==> config.mk <==
export PLATFORM = sky130hd
export DESIGN_NAME = timestamped_fragment_reassembler_top
export DESIGN_NICKNAME = d
export VERILOG_FILES = /design/src/hw/rtl/tfr_pkg.sv /design/src/hw/rtl/tfr_ram.sv /design/src/hw/rtl/tfr_ctrl.sv /design/src/hw/rtl/tfr_dp.sv /design/src/hw/rtl/timestamped_fragment_reassembler_top.sv
export VERILOG_INCLUDE_DIRS = /design/src /design/src/hw/rtl
export SDC_FILE = /design/constraint.sdc
export NUM_CORES = 1
export LEC_CHECK = 0
export BUFFER_PORTS_ARGS = -buffer_cell sky130_fd_sc_hd__buf_2
export CORE_MARGIN = 2
export CORE_UTILIZATION = 45
export DETAILED_ROUTE_END_ITERATION = 12
export PLACE_DENSITY = 0.72
export SLEW_MARGIN = 15
export SYNTH_ARGS = -nofsm -noshare
export SYNTH_HDL_FRONTEND = slang
export SYNTH_SLANG_ARGS = --single-unit
==> constraint.sdc <==
create_clock -name clk -period 16.41 [get_ports clk]
set_input_delay 3.282 -clock clk [delete_from_list [all_inputs] [get_ports clk]]
set_output_delay 3.282 -clock clk [all_outputs]
set_load 0.02 [all_outputs]
==> src/hw/rtl/timestamped_fragment_reassembler_top_macros.svh <==
// Assertion macros for the timestamped fragment reassembler.
`ifndef TIMESTAMPED_FRAGMENT_REASSEMBLER_TOP_MACROS_SVH
`define TIMESTAMPED_FRAGMENT_REASSEMBLER_TOP_MACROS_SVH
`ifndef SYNTHESIS
`define TFR_ASSERT_IMP(lbl, ante, cons) \
	lbl: assert property (@(posedge clk) disable iff (!arst_n) (ante) |-> (cons)) \
		else $error("reassembler check failed");
`define TFR_ASSERT_NXT(lbl, ante, cons) \
	lbl: assert property (@(posedge clk) disable iff (!arst_n) (ante) |=> (cons)) \
		else $error("reassembler sequence check failed");
`else
`define TFR_ASSERT_IMP(lbl, ante, cons)
`define TFR_ASSERT_NXT(lbl, ante, cons)
`endif
`endif

==> src/hw/rtl/tfr_pkg.sv <==
// Types, constants and helpers shared by the fragment reassembler modules.
`timescale 1ns / 1ps
package tfr_pkg;

	localparam int OC_W     = 10;
	localparam int STAMP_W  = 24;
	localparam int SLOT_W   = 3;
	localparam int CNT_W    = 4;
	localparam int CYCLE_W  = 64;
	localparam int LO_W     = 64;
	localparam int HI_W     = 32;
	localparam int VB_W     = 7;
	localparam int SLOT_BITS = 96;
	localparam int SLOT_CNT = 8;
	localparam logic [OC_W-1:0] OC_RESET = 10'd768;

	typedef struct packed {
		logic [STAMP_W-1:0] stamp;
		logic [SLOT_W-1:0]  slot;
		logic [LO_W-1:0]    section_low;
		logic [HI_W-1:0]    section_high;
	} frag_t;

	typedef struct packed {
		logic [CYCLE_W-1:0] cycle_count;
		logic [SLOT_W-1:0]  slot_out;
		logic [LO_W-1:0]    bits_low;
		logic [HI_W-1:0]    bits_high;
		logic [VB_W-1:0]    valid_bits;
		logic               last;
	} res_t;

	typedef enum logic [1:0] {
		ST_IDLE,
		ST_READ,
		ST_LOAD
	} ctrl_state_t;

	typedef struct packed {
		logic accept;
		logic rd_en;
		logic load;
	} cmd_t;

	typedef struct packed {
		logic complete;
		logic last_k;
		logic out_free;
	} status_t;

	// Number of slots covering oc bits, limited to cap.
	function automatic logic [CNT_W-1:0] slots_for(input logic [OC_W-1:0] oc,
		input logic [CNT_W-1:0] cap);
		logic [CNT_W-1:0] n;
		n = '0;
		for (int i = 0; i < SLOT_CNT; i++) begin
			if (oc > OC_W'(i * SLOT_BITS)) begin
				n = n + CNT_W'(1);
			end
		end
		if (n > cap) begin
			n = cap;
		end
		return n;
	endfunction

endpackage

==> src/hw/rtl/tfr_ram.sv <==
// Generic single write port RAM with registered read.
`timescale 1ns / 1ps
module tfr_ram #(
	parameter int WIDTH = 96,
	parameter int DEPTH = 8
) (
	input  logic                 clk,
	input  logic                 we,
	input  logic [((DEPTH > 1) ? $clog2(DEPTH) : 1)-1:0] waddr,
	input  logic [WIDTH-1:0]     wdata,
	input  logic                 re,
	input  logic [((DEPTH > 1) ? $clog2(DEPTH) : 1)-1:0] raddr,
	output logic [WIDTH-1:0]     rdata
);

	logic [WIDTH-1:0] mem_q [DEPTH];

	always_ff @(posedge clk) begin
		if (we) begin
			mem_q[waddr] <= wdata;
		end
		if (re) begin
			rdata <= mem_q[raddr];
		end
	end

endmodule

==> src/hw/rtl/tfr_ctrl.sv <==
// Controller: intake of fragments and sequencing of the result burst.
`timescale 1ns / 1ps
module tfr_ctrl import tfr_pkg::*; (
	input  logic    clk,
	input  logic    arst_n,
	input  logic    frag_valid,
	output logic    frag_stall,
	input  status_t st,
	output cmd_t    cmd
);

	ctrl_state_t state_q, state_d;

	always_ff @(posedge clk or negedge arst_n) begin
		if (!arst_n) begin
			state_q <= ST_IDLE;
		end else begin
			state_q <= state_d;
		end
	end

	always_comb begin
		state_d    = state_q;
		cmd        = '0;
		frag_stall = 1'b1;
		case (state_q)
			ST_IDLE: begin
				frag_stall = 1'b0;
				if (frag_valid) begin
					cmd.accept = 1'b1;
					if (st.complete) begin
						state_d = ST_READ;
					end
				end
			end
			ST_READ: begin
				// fetch the stored slot for the next result
				cmd.rd_en = 1'b1;
				state_d   = ST_LOAD;
			end
			ST_LOAD: begin
				// hold until the output register can take the result
				if (st.out_free) begin
					cmd.load = 1'b1;
					state_d  = st.last_k ? ST_IDLE : ST_READ;
				end
			end
			default: state_d = ST_IDLE;
		endcase
	end

endmodule

==> src/hw/rtl/tfr_dp.sv <==
// Datapath: set tracking, cycle extension, slot store and result masking.
`timescale 1ns / 1ps
module tfr_dp import tfr_pkg::*; #(
	parameter int MAX_SLOTS  = 8,
	parameter int STAMP_BITS = 24
) (
	input  logic            clk,
	input  logic            arst_n,
	input  logic            cfg_we,
	input  logic [OC_W-1:0] cfg_data,
	input  frag_t           frag,
	input  logic            res_stall,
	output logic            res_valid,
	output res_t            res,
	input  cmd_t            cmd,
	output status_t         st
);

	localparam int AW      = (MAX_SLOTS > 1) ? $clog2(MAX_SLOTS) : 1;
	localparam int UPPER_W = CYCLE_W - STAMP_BITS;

	logic [OC_W-1:0]       oc_q;
	logic [MAX_SLOTS-1:0]  mask_q;
	logic [CNT_W-1:0]      count_q;
	logic [CYCLE_W-1:0]    ext_q;
	logic [SLOT_W-1:0]     k_q;
	logic                  res_valid_q;
	res_t                  res_q;

	logic [CNT_W-1:0]      need;
	logic [STAMP_BITS-1:0] stamp_w;
	logic [STAMP_BITS-1:0] low_now;
	logic [UPPER_W-1:0]    upper_n;
	logic [MAX_SLOTS-1:0]  slot_bit;
	logic [MAX_SLOTS-1:0]  mask_n;
	logic [CNT_W-1:0]      count_n;
	logic                  in_range;
	logic                  new_set;
	logic                  dup;
	logic                  keep;
	logic                  done;
	logic                  take;
	logic [LO_W+HI_W-1:0]  rdata;
	logic [OC_W-1:0]       base;
	logic [OC_W-1:0]       diff;
	logic [VB_W-1:0]       vbits;
	logic [LO_W-1:0]       lo_mask;
	logic [HI_W-1:0]       hi_mask;
	logic                  last_k;

	// intake checks
	always_comb begin
		need     = slots_for(oc_q, CNT_W'(MAX_SLOTS));
		stamp_w  = STAMP_BITS'(frag.stamp);
		low_now  = ext_q[STAMP_BITS-1:0];
		in_range = {1'b0, frag.slot} < need;
		new_set  = (count_q != '0) && (low_now != stamp_w);
		slot_bit = MAX_SLOTS'(1) << frag.slot;
		dup      = !new_set && ((mask_q & slot_bit) != '0);
		keep     = in_range && !dup;
		mask_n   = (new_set ? '0 : mask_q) | slot_bit;
		count_n  = (new_set ? '0 : count_q) + CNT_W'(1);
		done     = keep && (count_n >= need);
		take     = cmd.accept && keep;
		// stamp going backwards means the counter wrapped
		upper_n  = ext_q[CYCLE_W-1:STAMP_BITS] + UPPER_W'(stamp_w < low_now);
	end

	// result masking for slot k
	always_comb begin
		base  = (OC_W'(k_q) << 6) + (OC_W'(k_q) << 5);
		diff  = oc_q - base;
		if (oc_q <= base) begin
			vbits = '0;
		end else if (diff >= OC_W'(SLOT_BITS)) begin
			vbits = VB_W'(SLOT_BITS);
		end else begin
			vbits = diff[VB_W-1:0];
		end
		if (vbits >= VB_W'(LO_W)) begin
			lo_mask = '1;
		end else begin
			lo_mask = (LO_W'(1) << vbits[5:0]) - LO_W'(1);
		end
		if (vbits >= VB_W'(SLOT_BITS)) begin
			hi_mask = '1;
		end else if (vbits > VB_W'(LO_W)) begin
			hi_mask = (HI_W'(1) << vbits[4:0]) - HI_W'(1);
		end else begin
			hi_mask = '0;
		end
		last_k = ({1'b0, k_q} + CNT_W'(1)) == need;
	end

	tfr_ram #(
		.WIDTH(LO_W + HI_W),
		.DEPTH(MAX_SLOTS)
	) u_store (
		.clk  (clk),
		.we   (take),
		.waddr(frag.slot[AW-1:0]),
		.wdata({frag.section_high, frag.section_low}),
		.re   (cmd.rd_en),
		.raddr(k_q[AW-1:0]),
		.rdata(rdata)
	);

	always_ff @(posedge clk or negedge arst_n) begin
		if (!arst_n) begin
			oc_q        <= OC_RESET;
			mask_q      <= '0;
			count_q     <= '0;
			ext_q       <= '0;
			k_q         <= '0;
			res_valid_q <= 1'b0;
		end else begin
			if (cfg_we) begin
				// new size drops any partial set
				oc_q    <= cfg_data;
				mask_q  <= '0;
				count_q <= '0;
			end else if (take) begin
				mask_q  <= done ? '0 : mask_n;
				count_q <= done ? '0 : count_n;
			end
			if (take) begin
				ext_q <= {upper_n, stamp_w};
			end
			if (cmd.load) begin
				k_q         <= last_k ? '0 : k_q + SLOT_W'(1);
				res_valid_q <= 1'b1;
			end else if (!res_stall) begin
				res_valid_q <= 1'b0;
			end
		end
	end

	always_ff @(posedge clk) begin
		if (cmd.load) begin
			res_q.cycle_count <= ext_q;
			res_q.slot_out    <= k_q;
			res_q.bits_low    <= rdata[LO_W-1:0] & lo_mask;
			res_q.bits_high   <= rdata[LO_W+HI_W-1:LO_W] & hi_mask;
			res_q.valid_bits  <= vbits;
			res_q.last        <= last_k;
		end
	end

	assign st.complete = done;
	assign st.last_k   = last_k;
	assign st.out_free = !res_valid_q || !res_stall;
	assign res_valid   = res_valid_q;
	assign res         = res_q;

endmodule

==> src/hw/rtl/timestamped_fragment_reassembler_top.sv <==
// Intake takes one fragment per cycle while a set is being gathered.
// The completing fragment starts a burst: each result passes the READ and LOAD states,
// paced by the slot store's registered read and held while the output is stalled.
// Intake stalls in the burst.
// Reset clears set tracking, the cycle count and the output valid; the size
// register returns to 768 bits. Stored fragments are not cleared.
`timescale 1ns / 1ps
`include "timestamped_fragment_reassembler_top_macros.svh"
module timestamped_fragment_reassembler_top import tfr_pkg::*; #(
	parameter int MAX_SLOTS  = 8,
	parameter int STAMP_BITS = 24
) (
	input  logic            clk,
	input  logic            arst_n,
	input  logic            cfg_we,
	input  logic [OC_W-1:0] cfg_data,
	input  logic            frag_valid,
	output logic            frag_stall,
	input  frag_t           frag,
	output logic            res_valid,
	input  logic            res_stall,
	output res_t            res
);

	cmd_t    cmd;
	status_t st;

	tfr_ctrl u_ctrl (
		.clk       (clk),
		.arst_n    (arst_n),
		.frag_valid(frag_valid),
		.frag_stall(frag_stall),
		.st        (st),
		.cmd       (cmd)
	);

	tfr_dp #(
		.MAX_SLOTS (MAX_SLOTS),
		.STAMP_BITS(STAMP_BITS)
	) u_dp (
		.clk      (clk),
		.arst_n   (arst_n),
		.cfg_we   (cfg_we),
		.cfg_data (cfg_data),
		.frag     (frag),
		.res_stall(res_stall),
		.res_valid(res_valid),
		.res      (res),
		.cmd      (cmd),
		.st       (st)
	);

	`TFR_ASSERT_NXT(a_done_starts_burst, cmd.accept && st.complete, frag_stall)
	`TFR_ASSERT_IMP(a_load_when_free, cmd.load, st.out_free)
	`TFR_ASSERT_IMP(a_inner_slot_full, res_valid && !res.last, res.valid_bits == VB_W'(SLOT_BITS))

endmodule
==> results_dict.tcl <==
set metrics [dict create \
    dpl_cell_area_sq_um 47800 \
    status "finished clean" \
    yosys.cell_count.top_type "edfxtp_1" \
    finalSetupViolations 0 \
    path_clk_slew_ps 60 \
    via_count 23700 \
    initial_utilization 0.455 \
    hold_viol 0 \
    finish.instance_area_sq_um 51400 \
    power.leakage_nw 17.7 \
    required_ps 16700 \
    synth.avg_cell_area_sq_um 19.1 \
    numCtsBuffers 111 \
    htreeDepth 3 \
    ctsHoldBuffers 0 \
    worstPathArrival_ps 9560 \
    ys_warn_count 0 \
    port_buffers 310 \
    top_layer "met5" \
    grt_max_degree 107 \
    cpMaxStageDelayCell "buf_4" \
    avgViaCountPerCell 5.81 \
    synth_area_sq_um 44800 \
    gp_congestion 0.914 \
    critPathKind "reg2reg" \
    cts_tree "yes" \
    wl_met3_microns 9480 \
    critPathCaptureType "register" \
    met2WireLength_microns 52300 \
    cp_common_cell "ha_1" \
    synth_cells 2351 \
    antenna_left 0 \
    setup-tns-final_ps 0 \
    die_h_microns 320 \
    post-place-cells 3864 \
    num_rows 115 \
    hold_class "reg2reg" \
    synth_common_cells "edfxtp_1 (1035), mux4_2 (194), mux2_2 (107), dfrtp_1 (90), clkbuf_1 (73)" \
    rsz0062_at_grt "no" \
    critical_path_buf_inv_count 5 \
    die_w_microns 320 \
    netlist.area_leader.share 0.694 \
    grt_pass1_wl_microns 159000 \
    tightest_slew_ps 1210 \
    wl_per_cell_microns 26.5 \
    cap_violations 0 \
    skew_ps 33.6 \
    async_reset_ff_frac 0.0816 \
    ys_ff_latch 1127 \
    synth_nets 2538 \
    drt_iter0_drc 2906 \
    path_delay_family "simple AND/OR/NAND/NOR gates" \
    firstDrtPassIters 6 \
    synth_edf_count 1035 \
    fin_crit_ps 9270 \
    grt_overflow_total 0 \
    synth.area.top_cells "edfxtp_1 (69%), mux4_2 (9.8%), dfrtp_1 (5.0%)" \
    dp_hpwl_microns 68300 \
    slew_headroom 0.194 \
    syn_to_final_growth_pct 14.8 \
    synthFlopType "edfxtp_1" \
    track_usage 0.210 \
    clk_latency_ps 690 \
    ys_types 75 \
    fin_crit_sh 0.565 \
    max_freq_mhz 108 \
    postCtsSetupRepairBufs 0 \
    drc 0 \
    core_sq_um 98600 \
    m1WireLength_microns 43700 \
    dieArea_sq_um 102000 \
    wl_microns 108000 \
    final_cells 4077 \
    ir_worst_vdd_mv 0.109 \
    nNetsFinal 2877 \
    root_buffer "clkbuf_16" \
    grt_pass1_vias 23800 \
    ioPinCount 311 \
    antenna_found_initial 36 \
    worstSetupStartpointType "register" \
    cts_sinks 1127 \
    slew_viol_final 0 \
    clk_path_buf_depth 3 \
    ctsResizeCount 0 \
    drive_gt1_frac 0.309 \
    max_stage_delay_ps 840 \
    pwr_density_cell_nw_per_um2 175 \
    crit_fanout 53 \
    netlist.top_cell.by_area "edfxtp_1" \
    ys_seq_area_frac 0.745 \
]
==> state kept, by name, summed over array words and instances (netlist names) <==
signal / count
u_dp.oc_q: 10
u_dp.u_store.rdata: 96
u_dp.res: 171
u_dp.mask_q: 8
u_dp.k_q: 3
u_dp.ext_q: 64
u_dp.res_valid: 1
u_dp.u_store.mem_q: 768
u_dp.count_q: 4
u_ctrl.state_q: 2
==> worst reg2reg max path: cells and delay by family (launching register included) <==
family	cells	cell delay (ps)
and+or+nand+nor	9	2790
adders and majority gates	7	2210
buffers and inverters	5	1350
AOI/OAI and AO/OA	6	990
DFF	1	640
muxes	2	550
xor gates and xnor gates	1	270
==> cell type report <==
type / instances / area [sq um]
Fill cell: 7670 / 47100
Sequential cell: 1127 / 33400
Multi-Input combinational cell: 1058 / 10800
Clock buffer: 138 / 2920
Timing Repair Buffer: 340 / 1780
Tap cell: 1287 / 1610
Clock inverter: 70 / 719
Inverter: 52 / 203
Antenna cell: 5 / 12.5
==> where the power goes <==
group | internal (mW) | total (mW) | switching, mW
combinational | 0.992 | 2.71 | 1.72
clock | 1.47 | 2.53 | 1.06
sequential | 3.63 | 3.78 | 0.153
total | 6.09 | 9.02 | 2.93
==> metrics by stage <==
stage / hold slack, ps / worst slack (ps) / total power, mW / utilization
6_report: 446 / 7140 / 9.02 / 0.522
5_1_grt: 453 / 6710 / 9.38 / 0.522
4_1_cts: 446 / 7260 / 9.08 / 0.522
3_5_place_dp: 432 / 7290 / 6.54 / 0.485
3_3_place_gp: 430 / 7510 / 6.48 / 0.485
2_1_floorplan: 425 / 7960 / 5.60 / -
==> cell families (layout without fill, tap and decap cells) <==
group | Yosys count | after routing | synth area share
AOI/OAI and AO/OA | 259 | 259 | 0.0381
xor gates and xnor gates | 67 | 67 | 0.0153
adders and majority gates | 49 | 49 | 0.0140
buffers and inverters | 166 | 600 | 0.0151
DFF | 1127 | 1127 | 0.745
muxes | 307 | 307 | 0.126
other | 0 | 5 | 0
and+or+nand+nor | 376 | 376 | 0.0468
==> path summary, 6_finish.rpt <==
check | slack [ps] | startpoint | to | cells past startpoint
worst max-delay path | 7140 | u_dp.oc_q[2] | u_dp.u_store.mem_q[2][37] | 30
worst min register to register | 450 | u_dp.ext_q[8] | u_dp.res[115] | 0
min in group asynchronous | 2520 | arst_n | u_dp.ext_q[48] | 1
max in group asynchronous | 12540 | arst_n | u_dp.k_q[2] | 2
worst max register to register | 7140 | u_dp.oc_q[2] | u_dp.u_store.mem_q[2][37] | 30
worst min-delay path | 450 | u_dp.ext_q[8] | u_dp.res[115] | 0
==> per-layer routing <==
metal  global-route usage  up-vias
li1                     -    10100
met1                0.286    12300
met2                0.342     1078
met3               0.0534      180
met4               0.0527       32
met5                    0        -
==> cells in the final DEF (no fill, tap or decap), drive strengths merged, types with 53 or more instances in the layout <==
cell    count
dfrtp      90
clkinv     54
mux4      194
buf       340
nor2       74
inv        53
clkbuf    138
edfxtp   1035
o21ai      74
mux2      107
nand2      65
o21a       59
(Power assumes the default switching activity.)
